$ cat src/rtl/core/ecv_pkg.sv
package ecv_pkg;

    localparam logic signed [31:0] ONE_Q30 = 32'sd1073741824;
    localparam logic signed [31:0] SC1 = 32'sd1686629713;
    localparam logic signed [31:0] SC3 = -32'sd693598668;
    localparam logic signed [31:0] SC5 = 32'sd85569306;
    localparam logic signed [31:0] SC7 = -32'sd5026995;
    localparam logic signed [31:0] SC9 = 32'sd172272;

    // Rotation order codes of the configuration register.
    localparam logic [2:0] ORD_XYZ = 3'd0;
    localparam logic [2:0] ORD_YXZ = 3'd1;
    localparam logic [2:0] ORD_XZY = 3'd2;
    localparam logic [2:0] ORD_YZX = 3'd3;
    localparam logic [2:0] ORD_ZYX = 3'd4;
    localparam logic [2:0] ORD_ZXY = 3'd5;

    localparam logic [1:0] LAST_ROW = 2'd3;

    typedef enum logic [1:0] {MAT_X, MAT_Y, MAT_Z, MAT_I} mat_sel_t;

    typedef struct packed {
        mat_sel_t first;
        mat_sel_t second;
        mat_sel_t third;
    } order_t;

    function automatic order_t order_decode(input logic [2:0] ord);
        order_t o;
        unique case (ord)
            ORD_XYZ: o = '{MAT_X, MAT_Y, MAT_Z};
            ORD_YXZ: o = '{MAT_Y, MAT_X, MAT_Z};
            ORD_XZY: o = '{MAT_X, MAT_Z, MAT_Y};
            ORD_YZX: o = '{MAT_Y, MAT_Z, MAT_X};
            ORD_ZYX: o = '{MAT_Z, MAT_Y, MAT_X};
            ORD_ZXY: o = '{MAT_Z, MAT_X, MAT_Y};
            default: o = '{MAT_I, MAT_I, MAT_I};
        endcase
        return o;
    endfunction

    // Q30 product, floored.
    function automatic logic signed [31:0] mulq(input logic signed [31:0] a,
                                                input logic signed [31:0] b);
        logic signed [63:0] pr;
        pr = a * b;
        return pr[61:30];
    endfunction

endpackage

$ cat src/rtl/core/ecv_if.sv
interface ecv_in_if #(
    parameter int CW = 32,
    parameter int AW = 16
);
    logic                 valid;
    logic                 ready;
    logic signed [CW-1:0] pos_x;
    logic signed [CW-1:0] pos_y;
    logic signed [CW-1:0] pos_z;
    logic [AW-1:0]        angle_x;
    logic [AW-1:0]        angle_y;
    logic [AW-1:0]        angle_z;

    modport source (output valid, pos_x, pos_y, pos_z, angle_x, angle_y, angle_z,
                    input ready);
    modport sink (input valid, pos_x, pos_y, pos_z, angle_x, angle_y, angle_z,
                  output ready);
endinterface


$ cat src/rtl/core/ecv_front.sv
module ecv_front
    import ecv_pkg::*;
#(
    parameter int CW = 32,
    parameter int AW = 16,
    parameter int PW = 3 * (CW + 1) + 102
)(
    ecv_in_if.sink        in_ch,
    output logic          push_valid,
    output logic [PW-1:0] push_data,
    input  logic          push_ready
);

    localparam int NW  = CW + 1;
    localparam int XSH = 32 - AW;

    logic [AW-1:0]        ang [3];
    logic signed [CW-1:0] pos [3];

    always_comb
    begin
        logic [AW-1:0] a;
        ang[0] = in_ch.angle_x;
        ang[1] = in_ch.angle_y;
        ang[2] = in_ch.angle_z;
        pos[0] = in_ch.pos_x;
        pos[1] = in_ch.pos_y;
        pos[2] = in_ch.pos_z;
        push_data = '0;
        for (int i = 0; i < 3; i++)
        begin
            // The inverse rotation uses the negated angle: split it into
            // quadrant and a Q30 fraction of a quarter turn.
            a = AW'(0) - ang[i];
            push_data[(2 - i) * 32 +: 32] = {2'b00, a[AW-3:0], {XSH{1'b0}}};
            push_data[96 + (2 - i) * 2 +: 2] = a[AW-1:AW-2];
            push_data[102 + (2 - i) * NW +: NW] = NW'(0) - {pos[i][CW-1], pos[i]};
        end
    end

    assign push_valid  = in_ch.valid;
    assign in_ch.ready = push_ready;

endmodule

$ cat src/flat_wrapper.sv
// flat-port wrapper written by rule: the top's interface ports become plain ports
module ecv_front_flat import ecv_pkg::*;
#(
    parameter int CW = 32,
    parameter int AW = 16,
    parameter int PW = 3 * (CW + 1) + 102
)
  (push_valid, push_data, push_ready, in_ch_valid, in_ch_pos_x, in_ch_pos_y, in_ch_pos_z, in_ch_angle_x, in_ch_angle_y, in_ch_angle_z, in_ch_ready);
  ecv_in_if #(.CW(CW), .AW(AW)) in_ch_i ();
  output logic push_valid;
  output logic [PW-1:0] push_data;
  input  logic push_ready;
  input wire logic [$bits(in_ch_i.valid)-1:0] in_ch_valid;
  input wire logic [$bits(in_ch_i.pos_x)-1:0] in_ch_pos_x;
  input wire logic [$bits(in_ch_i.pos_y)-1:0] in_ch_pos_y;
  input wire logic [$bits(in_ch_i.pos_z)-1:0] in_ch_pos_z;
  input wire logic [$bits(in_ch_i.angle_x)-1:0] in_ch_angle_x;
  input wire logic [$bits(in_ch_i.angle_y)-1:0] in_ch_angle_y;
  input wire logic [$bits(in_ch_i.angle_z)-1:0] in_ch_angle_z;
  output wire logic [$bits(in_ch_i.ready)-1:0] in_ch_ready;
  assign in_ch_i.valid = in_ch_valid;
  assign in_ch_i.pos_x = in_ch_pos_x;
  assign in_ch_i.pos_y = in_ch_pos_y;
  assign in_ch_i.pos_z = in_ch_pos_z;
  assign in_ch_i.angle_x = in_ch_angle_x;
  assign in_ch_i.angle_y = in_ch_angle_y;
  assign in_ch_i.angle_z = in_ch_angle_z;
  assign in_ch_ready = in_ch_i.ready;
  ecv_front #(.CW(CW), .AW(AW), .PW(PW)) u_core (.in_ch(in_ch_i), .push_valid(push_valid), .push_data(push_data), .push_ready(push_ready));
endmodule
$ cat config.mk
export PLATFORM = sky130hd
export DESIGN_NAME = ecv_front_flat
export DESIGN_NICKNAME = d
export VERILOG_FILES = /design/src/rtl/core/ecv_pkg.sv /design/src/rtl/core/ecv_if.sv /design/src/rtl/core/ecv_front.sv /design/src/flat_wrapper.sv
export SDC_FILE = /design/constraint.sdc
export NUM_CORES = 1
export LEC_CHECK = 0
export BUFFER_PORTS_ARGS = -buffer_cell sky130_fd_sc_hd__clkbuf_2
export CAP_MARGIN = 15
export CORE_AREA = 8 8 130 132
export DETAILED_ROUTE_END_ITERATION = 7
export DIE_AREA = 0 0 138 140
export GPL_ROUTABILITY_DRIVEN = 1
export PLACE_DENSITY = 0.54
export SETUP_SLACK_MARGIN = 0.2
export SLEW_MARGIN = 20
export SYNTH_ARGS = -nofsm -noshare
export SYNTH_HDL_FRONTEND = slang
export SYNTH_SLANG_ARGS = --single-unit
$ cat constraint.sdc
create_clock -name vclk -period 3
set_input_delay 0.15 -clock vclk [all_inputs]
set_output_delay 0.15 -clock vclk [all_outputs]
set_load 0.02 [all_outputs]
**After elaboration in Yosys (flattened, before gate mapping)**

Index checks and enable logic that the tools add are counted.

- Bits in registers: 0
- Latch bits: 0
- Bits in writable memories: 0
- ROM bits: 0
- Bits of input ports: 146
- Output and inout port bits: 203
- Memories kept: 0

- $add $sub $neg: 6
- Multiply operators: 0
- Div/mod/pow operators: 0
- Order comparisons: 0
- Equality and inequality tests: 0
- Shift-type cells: 0
- Muxes and demuxes: 0
- Bitwise operators: 0
- Reduce and logical (&&, ||, !) cells: 0

Operators with widths:

| operator | count |
|---|---|
| subtractor 1 x 32 -> 33 bit (first input constant) | 3 |
| subtractor 1 x 16 -> 16 bit (first input constant) | 3 |

**Depth between registers and ports, before layout**

- Depth in word-level cells: 1
- Depth in mapped cells: 8
- Depth with buffers taken out: 7

**Least setup slack after synthesis**

No wires, ideal clock.

- Path type: input -> output
- From: input in_ch_pos_y[19]
- To: output push_data[159]
- Arrival: 2.099 ns
- Slack: 0.751 ns
- Cell stages on the path: 7
- Path through: or4_4 > or3_1 > buf_2 > or4_4 > buf_6 > nor3_4 > xnor2_1

- Word-level cells in the longest chain between the ends: 1

RTL lines:

| item | line | source |
|---|---|---|
| start: declaration | flat_wrapper.sv:15 | `input wire logic [$bits(in_ch_i.pos_y)-1:0] in_ch_pos_y;` |
| subtractor 1 x 32 -> 33 bit | ecv_front.sv:37 | `push_data[102 + (2 - i) * NW +: NW] = NW'(0) - {pos[i][CW-1], pos[i]};` |
| end: declaration | flat_wrapper.sv:11 | `output logic [PW-1:0] push_data;` |

Every way passes these cells.

**Worst setup path after layout**

- From: input in_ch_pos_z[14]
- To: output push_data[129]

- Word-level cells in the longest chain between the ends: 1

RTL lines:

| item | line | source |
|---|---|---|
| start: declaration | flat_wrapper.sv:16 | `input wire logic [$bits(in_ch_i.pos_z)-1:0] in_ch_pos_z;` |
| subtractor 1 x 32 -> 33 bit | ecv_front.sv:37 |  |

Every way passes these cells.

==> summary.md <==
| Metric | Value |
|---|---|
| Critical path launch point | `in_ch_pos_z[14]` |
| Worst setup EP type | `output port` |
| Tot Pwr | `0.000658 W` |
| Final Hold Vio Count | `0` |
| Number of diodes | `0` |
| Die area | `19,300 um^2` |
| Post-Route WL | `13,200 um` |
| Yosys warns | `0` |
| Post-Synthesis Cell Area | `2970 um^2` |
| # Max-Cap Violations | `0` |
| Sequential cell count | `0` |
| DRT antenna net count | `0` |
| Worst hold path depth | `0` |
| Slew @ Worst Pin | `around 590 ps` |
| Max Fanout on Critical Path | `7` |
| Clock buffers | `0` |
| Crit path largest cell delay | `570 ps` |
| 1st-iter DRT viols | `a little over 100` |
| Hold Crit Start | `push_ready` |
| Row cnt | `45` |
| Top cell type's share of synthesized area | `0.298` |
| Cts hold-fix bufs | `0` |
| First-pass GRT wire length | `20,500 um` |
| RSZ-0062 raised after global routing | `no` |
| Type of the tightest min-delay check | `in -> out` |
| DRC viols | `0` |
| Setup bufs post-CTS | `0` |
| Layout area overhead | `47.7%` |
| Setup TNS | `0 ps` |
| Fillers | `1,696` |
| First-pass DRT Iterations | `6` |
| CORE AREA | `between 10,000 and 15,000 um^2` |
| Pin count of the biggest net entering global routing | `9` |
| Via count | `3,754` |
| Sequential element share of the synthesized area | `0` |
| Initial Utilization | `0.200` |
| Die X | `around 140 um` |
| Worst Hold End | `in_ch_ready` |
| Share of layout cells above drive strength 1 | `0.437` |
| Critical path's slowest cell | `or4_4` |
| Post-CTS resize count | `0` |
| Min Tclk post-route | `2540 ps` |
| Pwr/cell area | `150 nW/um^2` |
| Worst slew margin | `0.601` |
| CP most frequent cell | `clkbuf_2` |
| Dpl hpwl | `12,300 um` |
| Worst endpoint data arrival time | `between 2000 and 2500 ps` |
| Nets | `862` |
| Final worst setup slack | `462 ps` |
| Vias in the first global route | `3,957` |
| Largest area contributor in the netlist | `xnor2_1` |
| # IOs | `349` |
| Worst-path cell chain | `clkbuf_2, or4_4, or4_1, or3_1, nor4_2, xnor2_1, clkbuf_2` |
| Status | `completed` |
| Peak supply drop | `99.2 uV` |
| Via density per instance | `4.19` |
| Synth area leaders | `xnor2_1 30%, buf_4 16%, xor2_1 8.6%` |
| Worst endpoint required time | `2850 ps` |
| Total Routing Usage GR | `0.122` |
| Die Height | `140 um` |
| Port Buf Inserts | `291` |
| Initial antenna violation count | `0` |
| Fmax | `394 MHz` |
| Area occupied by multi-input gates | `2610 um^2` |
| Pre-CTS setup slack | `463 ps` |
| Final setup fails | `0` |
| Grt ovf | `0` |
| Final Max Tran Viols | `0` |
| Critical Path Source Type | `primary input` |
| Syn_area_per_cell | `6.95 um^2` |
| RePlAce Congestion | `0.809` |
| Post-synthesis cell count | `427` |
| Leak | `1.93 nW` |
| Kind of cell adding the most delay to the critical path | `simple AND/OR/NAND/NOR gates` |
| Distinct cells, synth | `34` |
| CP Buf/Inv Count | `2` |
| CP Class | `in -> out` |
| Period Utilization, post-route | `0.846` |
| DR WL/cell | `roughly 15 um` |
| Seq. cell area | `0 um^2` |
-- synthesized netlist by cell type, types with 3 or more instances --
| library cell | number |
|---|---|
| ha_1 | 7 |
| nand3_1 | 7 |
| or4_4 | 4 |
| nor2_1 | 45 |
| xor2_1 | 29 |
| nor4_1 | 25 |
| nor4_2 | 3 |
| nor2b_1 | 3 |
| or3_1 | 23 |
| nor3_1 | 39 |
| or4_1 | 14 |
| inv_1 | 13 |
| xnor2_1 | 101 |
| nand3b_1 | 3 |
| buf_4 | 62 |
| nand2_1 | 19 |
| nand2b_1 | 3 |
-- cell usage in the layout, fill, tap and decap left out, drive strengths merged --
cell	n
a21oi	2
and2	2
and3	1
buf	4
clkbuf	291
conb	54
ha	7
inv	13
nand2	19
nand2b	3
nand3	7
nand3b	3
nand4	1
nor2	46
nor2b	3
nor3	42
nor3b	2
nor4	29
nor4b	2
o21ai	2
or2	2
or3	23
or4	18
or4b	1
xnor2	101
xor2	29
-- power by group --
group | switching, W | internal, W | total (W)
Clock | 0 | 0 | 0
Sequential | 0 | 0 | 0
Combinational | 0.000434 | 0.000224 | 0.000658
Total | 0.000434 | 0.000224 | 0.000658
-- routing by layer --
layer / global-route usage / up-vias / routed length (um)
met4: 0.00458 / 0 / 51
met2: 0.227 / 191 / 6610
met5: 0 / - / 0
li1: - / 1906 / -
met1: 0.135 / 1653 / 5280
met3: 0.0453 / 4 / 1280
-- area by class of cell --
type	instances	share of cell area
tap	188	0.0537
multi-input combinational	399	0.596
inverter	13	0.0111
timing repair buffer	295	0.339
-- through the flow --
stage	area (um^2)	hold WS [ps]	cells	utilization
2_1_floorplan	3170	377	480	-
3_3_place_gp	4380	300	895	0.295
3_5_place_dp	4380	300	895	0.295
4_1_cts	4380	300	895	0.295
5_1_grt	4380	300	895	0.295
6_report	4380	300	895	0.295
-- worst max path at each step --
stage | endpoint | cells past startpoint
finish | push_data[129] | 7
global route | push_data[154] | 7
CTS | push_data[133] | 7
detailed placement | push_data[133] | 7
global placement | push_data[133] | 7
floorplan | push_data[159] | 7
-- cell families after synthesis --
group,share of synthesized area
adder cells (fa/ha/maj),0.0295
AND/OR/NAND/NOR,0.392
other,0.00126
AO/OA/AOI/OAI,0.00675
buffers and inverters,0.187
XOR/XNOR,0.384
Power figures use the tool's default switching activity.
