===== config.mk =====
export PLATFORM = sky130hd
export DESIGN_NAME = ecv_queue
export DESIGN_NICKNAME = d
export VERILOG_FILES = /design/src/rtl/core/ecv_queue.sv
export SDC_FILE = /design/constraint.sdc
export NUM_CORES = 1
export LEC_CHECK = 0
export ABC_AREA = 1
export BUFFER_PORTS_ARGS = -buffer_cell sky130_fd_sc_hd__buf_2
export CORE_MARGIN = 5
export CORE_UTILIZATION = 34
export CTS_BUF_LIST = sky130_fd_sc_hd__clkbuf_4
export DETAILED_ROUTE_END_ITERATION = 8
export GPL_ROUTABILITY_DRIVEN = 0
export GPL_TIMING_DRIVEN = 1
export PLACE_DENSITY = 0.63
export RECOVER_POWER = 100
export SETUP_SLACK_MARGIN = 0.5
export SLEW_MARGIN = 5
export SYNTH_ARGS = -nofsm -noshare
export SYNTH_HDL_FRONTEND = slang
export SYNTH_SLANG_ARGS = --single-unit

===== constraint.sdc =====
create_clock -name clk -period 1.3 [get_ports clk]
set_input_delay 0.26 -clock clk [delete_from_list [all_inputs] [get_ports clk]]
set_output_delay 0.26 -clock clk [all_outputs]
set_load 0.02 [all_outputs]

===== src/rtl/core/ecv_queue.sv =====
module ecv_queue #(
    parameter int W = 8
)(
    input  logic         clk,
    input  logic         rst_n,
    input  logic         push_valid,
    input  logic [W-1:0] push_data,
    output logic         push_ready,
    output logic         pop_valid,
    output logic [W-1:0] pop_data,
    input  logic         pop_ready
);

    logic [W-1:0] mem_reg [2];
    logic         wr_ptr_reg;
    logic         rd_ptr_reg;
    logic [1:0]   count_reg;
    logic         push;
    logic         pop;

    assign push_ready = (count_reg != 2'd2);
    assign pop_valid  = (count_reg != 2'd0);
    assign pop_data   = mem_reg[rd_ptr_reg];
    assign push       = push_valid && push_ready;
    assign pop        = pop_valid && pop_ready;

    always_ff @(posedge clk or negedge rst_n)
    begin
        if (!rst_n)
        begin
            wr_ptr_reg <= 1'b0;
            rd_ptr_reg <= 1'b0;
            count_reg  <= 2'd0;
        end
        else
        begin
            if (push)
                wr_ptr_reg <= !wr_ptr_reg;
            if (pop)
                rd_ptr_reg <= !rd_ptr_reg;
            if (push && !pop)
                count_reg <= count_reg + 2'd1;
            else if (pop && !push)
                count_reg <= count_reg - 2'd1;
        end
    end

    always_ff @(posedge clk)
    begin
        if (push)
            mem_reg[wr_ptr_reg] <= push_data;
    end

endmodule


== After elaboration in Yosys (flattened, before gate mapping) ==
Memories as Yosys holds them, arrays and structs flattened.
Cells that the tools add are included.
Storage, ports and cells
  input bits: 12
  memories: 1
  flip-flop bits (word level): 4
  logic and storage cells: 21
  memory bits (writable): 16
  output and inout port bits: 10
Operators by class
  mux-type cells: 4
  eq/ne operators: 1
  reduce and logical (&&, ||, !) cells: 10
  add/sub/neg operators: 2
Memories
  mem_reg: depth 2, width 8, read ports 1, clocked after memory_dff 0, write ports 1, line 14  | logic [W-1:0] mem_reg [2];
Operator list (count)
  logical AND 1 bit: 4
  zero test 1 bit: 4
  2-to-1 mux 2 bit: 2
  nonzero test 2 bit: 2
  adder 2 x 1 -> 2 bit, second input constant: 1
  2-to-1 mux 1 bit: 2
  inequality test 2 bit, second input constant: 1
  subtractor 2 x 1 -> 2 bit, second input constant: 1

== Depth between registers and ports, before layout ==
Gate-level depths: netlist of the first run.
  word-level depth: 6
  depth in mapped cells: 10
  mapped depth without buffers: 10

== Worst setup path after synthesis of the first run ==
No wires, ideal clock.
  path type: reg-to-reg
  from: register count_reg[0]
  to: memory mem_reg[0][0] (enable)
  arrival: 0.982 ns
  slack: -0.052 ns
  stages on the path, launching flop included: 5
  setup time: 0.370 ns
  period minus slack after synthesis: 1.352 ns
  path buffers: 0
  data required time: 0.930 ns
  cells stage by stage: dfrtp_1 -> inv_2 -> nand2_4 -> nand2_4 -> nor2_1
On the way
  cells in the longest elaborated chain, start to end: 4
Ends and longest elaborated chain
  start: declaration: line 17  | logic [1:0] count_reg;
  start signal: assignment: line 42  | count_reg <= count_reg + 2'd1;
  start signal: assignment: line 44  | count_reg <= count_reg - 2'd1;
  inequality test 2 bit: line 21  | assign push_ready = (count_reg != 2'd2);
  named net push_ready: line 8  | output logic push_ready,
  logical AND 1 bit: line 24  | assign push = push_valid && push_ready;
  2-to-1 mux 1 bit: line 50  | if (push)
  2-to-1 mux 1 bit (implied by the code): line 51  | mem_reg[wr_ptr_reg] <= push_data;
  end: declaration: line 14
The timed path passes the listed nets, and every way through them passes these cells.

== Final worst setup path of the first run ==
  from: register rd_ptr_reg
  to: output pop_data[0]
On the way
  cells in the longest elaborated chain, start to end: 1
Ends and longest elaborated chain
  start: declaration: line 16  | logic rd_ptr_reg;
  start signal: assignment: line 40  | rd_ptr_reg <= !rd_ptr_reg;
  memory (2 x 8 bit)
  end: declaration: line 10  | output logic [W-1:0] pop_data,
Every way passes these cells.

==> results of run 1 <==
## critical path, delay by kind of cell (launching register included)
kind	cells	cell delay, ns
simple gates	2	0.16
flops	1	0.45
buf+inv	2	0.28
## power by group
group / total, mW / internal [mW] / switching (mW)
Combinational: 2.11 / 1.04 / 1.07
Clock: 0.490 / 0.311 / 0.179
Sequential: 1.02 / 0.899 / 0.119
Total: 3.62 / 2.25 / 1.37
## worst max-delay path by stage
stage	startpoint	to	slack [ns]	cells past startpoint
global route	rd_ptr_reg$_DFFE_PN0P_	pop_data[7]	-0.22	5
detailed placement	rd_ptr_reg$_DFFE_PN0P_	pop_data[4]	-0.06	3
CTS	rd_ptr_reg$_DFFE_PN0P_	pop_data[0]	-0.15	5
finish	rd_ptr_reg$_DFFE_PN0P_	pop_data[0]	-0.13	4
floorplan	count_reg[0]$_DFFE_PN0P_	count_reg[1]$_DFFE_PN0P_	0.07	9
global placement	rd_ptr_reg$_DFFE_PN0P_	pop_data[6]	-0.03	3
## final cells by class
class	instances	share of cell area (%)
flip-flops and latches	20	40.68
multi-input cells	42	27.38
repair buffers	35	22.05
inverters	7	2.975
well taps	28	2.450
clock inverters	1	2.100
clock buffers	3	1.575
repair inverters	1	0.7874
## logic make-up (layout without fill, tap and decap cells)
family                   after synthesis  count (layout)
adder cells (fa/ha/maj)                1               1
buffers and inverters                  8              47
flip-flops                            20              20
AND/OR/NAND/NOR                       39              39
XOR/XNOR                               2               2
## metal layers
layer | GRT usage, % | part of all wire (%) | wire (um) | vias up
met5 | 0 | 0 | 0 | -
li1 | - | - | - | 303
met1 | 11.45 | 41 | 640 | 284
met4 | 3.883 | 0.76 | 12 | 0
met3 | 3.050 | 4.5 | 71 | 2
met2 | 17.16 | 54 | 852 | 11
## stage by stage
step | setup TNS [ns] | hold WS [ns]
CTS | -1.165 | 0.1334
detailed placement | -0.3044 | 0.07424
global placement | -0.1755 | 0.07533
global route | -2.585 | 0.1052
finish | -1.150 | 0.1453
floorplan | 0 | -0.03559
## placed cells by master, fill, tap and decap left out, drive strengths merged
master and count:
nand4 1, edfxtp 16, xnor2 1, clkbuf 6, nor2 2, nand2 34
bufinv 1, buf 31, ha 1, xor2 1, dlygate4sd3 1, inv 8
nand3 2, dfrtp 4
## what timing repair did
item                                   CTS  global route
endpoints found under the hold margin    4             0
setup buffers                           10             1
setup endpoints to repair               30            30
gates cloned                             1             0
gates resized for setup                 38             1
hold buffers                             1             0
pin swaps                               13             1
==> impl_metrics.yaml, run 1 <==
status:
  status: "finished, violations left"
  violations: "setup timing"
setup_path:
  cp_max_fo: 5
  crit_chain: "buf_12, nand2_1, nand2_4, buf_6"
  crit_path_max_incr_delay_ns: 0.45
  reg2reg_depth: 9
  slowest_stage: "dfrtp_2"
  crit_required_ns: 1.04
  worstSetupPathType: "reg -> out"
  r2r_setup_slack_ns: -0.03
  end_kind: "primary output"
  reg2reg_to: "count_reg[1]$_DFFE_PN0P_"
  rr_startpoint: "count_reg[0]$_DFFE_PN0P_"
  start_kind: "flip-flop"
  arrival_ns: 1.17
global_routing:
  grt_pass1_vias: 601
  antenna_found_initial: 0
  grtUsageTotal_pct: 9.968
  grt_pass1_wl_um: 2580
  overflow: 0
  grt_max_degree: 13
synth:
  yosysTopAreaCell: "edfxtp_1"
  synth_compound_area_share_pct: 0
  synth.area.top_cells: "edfxtp_1 58%, nand2_1 14%, dfrtp_1 12%"
  yosysWarnings: 0
  synth-edff-count: 16
  synth_top_family_by_area: "simple AND/OR/NAND/NOR gates"
  synth_common_cells: "30 x nand2_1, 16 x edfxtp_1, 4 x dfrtp_1, 4 x inv_1, 3 x inv_2"
  syn_avg_cell_area_um2: 11.81
  ys_types: 14
  synthAdderAreaFrac_pct: 1.513
  synth_mux_area_share_pct: 0
  synth_top_area_share_pct: 58.09
  seq_area_frac_synth_pct: 70.20
  synth-simple-area-share_pct: 20.73
  synth_fp_nets: 83
  synth-main-ff-cell: "edfxtp_1"
  yosys.area_share.xor_xnor_pct: 3.026
  netlist_area_um2: 827.0
  synth.ff_latch_count: 20
  synth_cells: 70
  synthArstFlopShare_pct: 20.00
  yosysMostFrequentCell: "nand2_1"
cells_and_area:
  multi_input_area_um2: 391.6
  postLayoutCellArea_mm2: 0.001430
  drive_gt1_share_pct: 66.97
  fin_nets: 123
  syn_to_final_growth_pct: 72.92
  n_antenna_cell: 0
  final_cells: 137
  n_fill_cell: 173
  seqCellArea_um2: 581.8
  post-route-util_pct: 62.84
  largest_register_ffs: 16
cts:
  cts_made_buffers: 3
  clk_pin_slew_ns: 0.11
  cts_tree: "done"
  clk_path_buf_depth: 2
  cts_root_buf: "clkbuf_4"
  htree_levels: 1
  cts.sinks: 20
  insertion_delay_ns: 0.29
worst_hold_path:
  min-delay-start: "push_data[5]"
  whs_path_depth: 1
  whs_endpoint: "mem_reg[0][5]$_DFFE_PP_"
  hp-class: "in -> reg"
sta:
  finalCriticalPeriod_ns: 1.433
  rsz0062_at_grt: "yes"
  final_max_slew_viol_count: 0
  worstMarginPinSlew_ns: 0.2441
  hold_viol: 0
  worst_clock_skew_ns: 0.006290
  fin_crit_sh_pct: 110.3
  timing.fmax_mhz: 697.6
  setup_ws_ns: -0.1335
  finalSetupViolations: 11
  max-slew-margin-rel_pct: 83.72
floorplan:
  die_x_um: 59.32
  row_count: 17
  io_pins: 22
  fp.dieH_um: 59.32
  initial_core_util_pct: 36.34
  die-area_mm2: 0.003519
  core_mm2: 0.002276
placement:
  dp.cells: 120
  place_area_mm2: 0.001139
  dp_hpwl_um: 1028
  place_ws_ns: -0.05652
  portBuffers: 21
power:
  leakagePower_nw: 0.6389
  ir_worst_vdd_v: 0.001354
  powerDensity_mw_per_mm2: 2529
  total_power_mw: 3.617
route:
  post_drt_wl_per_cell_um: 11.51
  remaining_drc_errors: 0
  vias: 600
  drt_first_iter_violations: 12
  postRouteAntennaNets: 0
  first_pass_iters: 5
  wl_um: 1577
  viasPerCell: 4.380
run:
  drv_cap: 0
Power figures use the tool's default switching activity.
==> run 2: changes to the inputs <==
==> constraint.sdc (replaced) <==
create_clock -name clk -period 1.3 [get_ports clk]
set_input_delay 0.195 -clock clk [delete_from_list [all_inputs] [get_ports clk]]
set_output_delay 0.195 -clock clk [all_outputs]
set_load 0.02 [all_outputs]
==> run 2 against run 1 <==
  * The flow still finishes with violations (setup timing)
  * Worst hold slack worse by 0.059 ns
  * Final cell count is 1.5% higher
  * Sequential power hardly changed
  * Utilization is 0.11 points lower
  * Final area is 0.17% lower
  * Worst setup slack better by 0.074 ns
  * Clock power is 36% lower
  * Critical path type unchanged
  * Highest routed layer unchanged
  * Non-clock buffer count is 2 higher
==> impl_metrics.yaml, run 2 (synthesis gave the netlist of run 1 again) <==
power:
  power_frac_seq_pct: 28.7
  power_frac_clock_pct: 8.9
  leakagePower_nw: 0.6384
  powerDensity_mw_per_mm2: 2458
  p_int_mw: 2.102
  switching_power_mw: 1.408
  comb_power_share_pct: 62.4
  total_power_mw: 3.509
  swShare_pct: 40.11
  ir_worst_vdd_v: 0.001527
floorplan:
  die_x_um: 59.32
  initial_core_util_pct: 36.34
  fp.dieH_um: 59.32
  core_mm2: 0.002276
  io_pins: 22
  die-area_mm2: 0.003519
  row_count: 17
sta:
  worstMarginPinSlew_ns: 0.2367
  max-slew-margin-rel_pct: 84.22
  setup_ws_ns: -0.05899
  worst_clock_skew_ns: 0.004585
  hold_viol: 0
  finalSetupViolations: 17
  final_max_slew_viol_count: 0
  rsz0062_at_grt: "yes"
  timing.fmax_mhz: 735.8
  fin_crit_sh_pct: 104.5
  finalCriticalPeriod_ns: 1.359
placement:
  dp_hpwl_um: 1067
  portBuffers: 21
  place_ws_ns: 0.01850
  place_area_mm2: 0.001139
cts:
  cts_made_buffers: 3
  cts_root_buf: "clkbuf_4"
  cts.sinks: 20
  cts_tree: "done"
  clk_pin_slew_ns: 0.11
  htree_levels: 1
  insertion_delay_ns: 0.29
  clk_path_buf_depth: 2
setup_path:
  cp_top_family: "flip-flops"
  crit_required_ns: 1.11
  slowest_stage: "dfrtp_2"
  crit_buf_inv: 3
  rr_startpoint: "count_reg[0]$_DFFE_PN0P_"
  crit_chain: "buf_12, inv_16, nand2_4, nand2_4, buf_6"
  end_kind: "primary output"
  startpoint: "rd_ptr_reg$_DFFE_PN0P_"
  cp_max_fo: 6
  arrival_ns: 1.16
  start_kind: "flip-flop"
  cpMostUsedCell: "nand2_4"
  crit_path_max_incr_delay_ns: 0.43
  worstSetupPathType: "reg -> out"
cells_and_area:
  n_antenna_cell: 0
  layout_common_cells: "18 x nand2_4, 16 x edfxtp_1, 16 x buf_6, 10 x nand2_1, 9 x buf_2"
  syn_to_final_growth_pct: 72.62
  largest_register_ffs: 16
  postLayoutCellArea_mm2: 0.001428
  drive_gt1_share_pct: 66.67
  final_common_cell: "nand2_4"
  fin_nets: 125
route:
  first_pass_iters: 4
  drt_first_iter_violations: 15
  vias: 622
  postRouteAntennaNets: 0
  remaining_drc_errors: 0
  wl_um: 1767
  post_drt_wl_per_cell_um: 12.71
  viasPerCell: 4.475
run:
  drv_cap: 0
status:
  status: "finished, violations left"
  violations: "setup timing"
worst_hold_path:
  min-delay-start: "push_data[5]"
  hp-class: "in -> reg"
global_routing:
  antenna_found_initial: 0
  grt_pass1_wl_um: 2794
  grt_max_degree: 12
  grtUsageTotal_pct: 11.01
  overflow: 0
  grt_pass1_vias: 594
==> run 2: metal layers <==
metal,wire length (um),vias up,GRT usage [%]
li1,-,310,-
met3,87,2,2.397
met2,919,15,17.63
met1,747,295,14.60
met5,0,-,0
met4,12,0,3.883
==> run 2: path summary, 6_finish.rpt <==
| kind | to | slack, ns | cells past startpoint |
|---|---|---|---|
| min in group asynchronous | count_reg[1]$_DFFE_PN0P_ | 0.25 | 2 |
| setup reg to reg | count_reg[1]$_DFFE_PN0P_ | -0.03 | 9 |
| hold / removal | mem_reg[0][5]$_DFFE_PP_ | 0.09 | 1 |
| hold reg to reg | count_reg[0]$_DFFE_PN0P_ | 0.59 | 2 |
| max in group asynchronous | rd_ptr_reg$_DFFE_PN0P_ | 0.84 | 2 |
| setup / recovery | pop_data[0] | -0.06 | 5 |
==> run 2: timing repair <==
| item | CTS | global route |
|---|---|---|
| buffers inserted | 10 | 3 |
| pin swaps | 13 | 2 |
| gates resized for setup | 36 | 4 |
| endpoints found under the hold margin | 4 | 0 |
| cloned | 1 | 0 |
| hold buffers | 1 | 0 |
| endpoints found under the setup margin | 30 | 30 |
==> run 2: power by group through the flow <==
stage               Sequential (mW)  Clock [mW]  Combinational, mW
global placement               1.08           0               1.33
floorplan                      1.00           0               1.11
finish                         1.01       0.314               2.19
CTS                            1.01       0.319               2.12
detailed placement             1.08           0               1.35
global route                   1.02       0.362               2.34
==> run 2: per-stage QoR <==
stage / hold WS (ns) / TNS, ns / util (%) / instances
4_1_cts: 0.08060 / -0.4365 / 61.41 / 136
6_report: 0.08626 / -0.5695 / 62.73 / 139
2_1_floorplan: -0.1006 / 0 / - / 70
3_3_place_gp: 0.009453 / 0 / 50.03 / 120
5_1_grt: 0.06226 / -1.422 / 62.73 / 139
3_5_place_dp: 0.009874 / 0 / 50.03 / 120
==> run 2: area by class of cell <==
| class | count | area [um^2] |
|---|---|---|
| clock buffers | 4 | 30.03 |
| fillers | 188 | 848.3 |
| inverters | 7 | 45.04 |
| multi-input cells | 42 | 392.9 |
| flip-flops and latches | 20 | 581.8 |
| well taps | 28 | 35.03 |
| repair buffers | 37 | 331.6 |
| repair inverters | 1 | 11.26 |
==> run 3: changes to the inputs <==
--- a/config.mk
+++ b/config.mk
@@ -10,3 +10,3 @@
 export CORE_MARGIN = 5
-export CORE_UTILIZATION = 34
+export CORE_UTILIZATION = 47
 export CTS_BUF_LIST = sky130_fd_sc_hd__clkbuf_4
@@ -15,3 +15,3 @@
 export GPL_TIMING_DRIVEN = 1
-export PLACE_DENSITY = 0.63
+export PLACE_DENSITY = 0.8
 export RECOVER_POWER = 100
--- a/constraint.sdc
+++ b/constraint.sdc
@@ -3,2 +3,2 @@
 set_output_delay 0.195 -clock clk [all_outputs]
-set_load 0.02 [all_outputs]
+set_load 0.01 [all_outputs]
==> run 3 against run 2 <==
  * The run still ends with setup timing left
  * Register-to-register slack gained 0.05 ns
  * Worst setup slack got worse by 0.014 ns
  * Maximum frequency shrank 1.0%
  * Combinational power shrank 17%
  * Count of clock-buffer cells in the layout unchanged
  * Wire length is 9.2% higher
  * Global-route usage increased by 3.5 points
  * Worst hold slack got worse by 0.0011 ns
  * Largest cell class unchanged
  * Largest power group unchanged
==> impl_metrics.yaml, run 3 (synthesis gave the netlist of run 1 again) <==
status:
  status: "finished, violations left"
  violations: "setup timing"
worst_hold_path:
  whs_endpoint: "mem_reg[0][2]$_DFFE_PP_"
  hp-class: "in -> reg"
  min-delay-start: "push_data[2]"
  whs_path_depth: 1
floorplan:
  io_pins: 22
  die-area_mm2: 0.002699
  fp.dieH_um: 51.95
  core_mm2: 0.001708
  row_count: 15
  initial_core_util_pct: 48.42
  die_x_um: 51.95
sta:
  finalSetupViolations: 8
  fin_crit_sh_pct: 105.6
  setup_ws_ns: -0.07338
  timing.fmax_mhz: 728.1
  worst_clock_skew_ns: 0.006852
  fin_hold_ws_ns: 0.08512
  finalCriticalPeriod_ns: 1.373
  final.setup.tns_ns: -0.4191
  worstMarginPinSlew_ns: 0.2445
  final_max_slew_viol_count: 0
  hold_viol: 0
  max-slew-margin-rel_pct: 83.70
  rsz0062_at_grt: "yes"
placement:
  dp_hpwl_um: 1150
  place_ws_ns: 0.01940
  dp.cells: 117
  portBuffers: 21
power:
  leakagePower_nw: 0.5802
  total_power_mw: 3.174
  ir_worst_vdd_v: 0.001658
  powerDensity_mw_per_mm2: 2384
setup_path:
  cp_top_family: "flip-flops"
  reg2reg_depth: 9
  start_kind: "flip-flop"
  worstSetupPathType: "reg -> out"
  rr_startpoint: "count_reg[0]$_DFFE_PN0P_"
  r2r_setup_slack_ns: 0.02
  cp_max_fo: 5
  crit_buf_inv: 2
  crit_chain: "buf_6, nand2_2, nand2_2, buf_6"
  end_kind: "primary output"
  arrival_ns: 1.18
  reg2reg_to: "count_reg[1]$_DFFE_PN0P_"
  slowest_stage: "dfrtp_2"
  crit_required_ns: 1.11
  crit_path_max_incr_delay_ns: 0.49
cells_and_area:
  syn_to_final_growth_pct: 60.97
  layout_common_cells: "25 x nand2_2, 18 x buf_6, 16 x edfxtp_1, 9 x buf_4"
  drive_gt1_share_pct: 68.75
  final_cells: 137
  fin_nets: 126
  largest_register_ffs: 16
  final_common_cell: "nand2_2"
  n_antenna_cell: 0
route:
  vias: 643
  remaining_drc_errors: 0
  post_drt_wl_per_cell_um: 14.09
  wl_um: 1930
  first_pass_iters: 4
  postRouteAntennaNets: 0
  drt_first_iter_violations: 9
  viasPerCell: 4.693
global_routing:
  grt_pass1_wl_um: 2822
  grt_max_degree: 12
  overflow: 0
  grt_pass1_vias: 635
  grt_use_met3_pct: 3.725
  grtUsageTotal_pct: 14.55
  antenna_found_initial: 0
  met2_usage_pct: 25.10
  grt.busiest_layer: "met2"
  grt_use_met1_pct: 16.91
cts:
  htree_levels: 1
  insertion_delay_ns: 0.29
  cts_root_buf: "clkbuf_4"
  clk_path_buf_depth: 2
  cts_made_buffers: 3
  cts.sinks: 20
  clk_pin_slew_ns: 0.11
  cts_tree: "done"
run:
  drv_cap: 0
run 3: how the worst max path moves through the flow:
stage | from | endpoint | slack (ns) | cells after the start
final | rd_ptr_reg$_DFFE_PN0P_ | pop_data[5] | -0.07 | 4
after global routing | rd_ptr_reg$_DFFE_PN0P_ | pop_data[5] | -0.13 | 4
after CTS | rd_ptr_reg$_DFFE_PN0P_ | pop_data[6] | -0.07 | 4
after detailed placement | count_reg[0]$_DFFE_PN0P_ | count_reg[1]$_DFFE_PN0P_ | 0.02 | 9
after global placement | count_reg[0]$_DFFE_PN0P_ | count_reg[1]$_DFFE_PN0P_ | 0.09 | 9
after floorplan | count_reg[0]$_DFFE_PN0P_ | count_reg[1]$_DFFE_PN0P_ | 0.09 | 9
run 3: stage by stage:
stage                     util, %  cell area (um^2)
after floorplan                 -             897.1
after global placement      60.73              1037
after detailed placement    60.73              1037
after CTS                   71.65              1224
after global routing        77.95              1331
final                       77.95              1331
run 3: worst reg2reg max path, stage by stage, from the launching register on:
cell	delay (ns)
dfrtp_1	0.40
inv_2	0.11
nand2_4	0.09
nand2_8	0.10
inv_4	0.04
ha_4	0.22
inv_2	0.06
nand3_2	0.05
nand2_1	0.06
nand2_1	0.05
run 3: repair_timing:
| item | in CTS | in global routing |
|---|---|---|
| buffers inserted | 7 | 8 |
| gates resized for setup | 17 | 17 |
| setup endpoints to repair | 30 | 30 |
| hold endpoints to repair | 4 | 0 |
| hold buffers | 1 | 0 |
| pin swaps | 4 | 4 |
run 3: final cells by class:
| type | instances | area [um^2] |
|---|---|---|
| clock buffer | 4 | 30.03 |
| sequential | 20 | 581.8 |
| timing repair buffer | 39 | 329.1 |
| fill | 104 | 376.6 |
| inverter | 7 | 36.28 |
| multi-input combinational | 42 | 322.8 |
| tap | 25 | 31.28 |
run 3: report_power, final:
| part | internal (mW) | switching (mW) |
|---|---|---|
| logic | 0.965 | 0.858 |
| registers | 0.898 | 0.138 |
| clock network | 0.140 | 0.176 |
| total | 2.00 | 1.17 |
run 3: routing by layer:
| metal | up-vias | wire, um |
|---|---|---|
| met5 | - | 0 |
| met4 | 0 | 12 |
| met3 | 2 | 39 |
| met2 | 11 | 1177 |
| met1 | 317 | 701 |
| li1 | 313 | - |
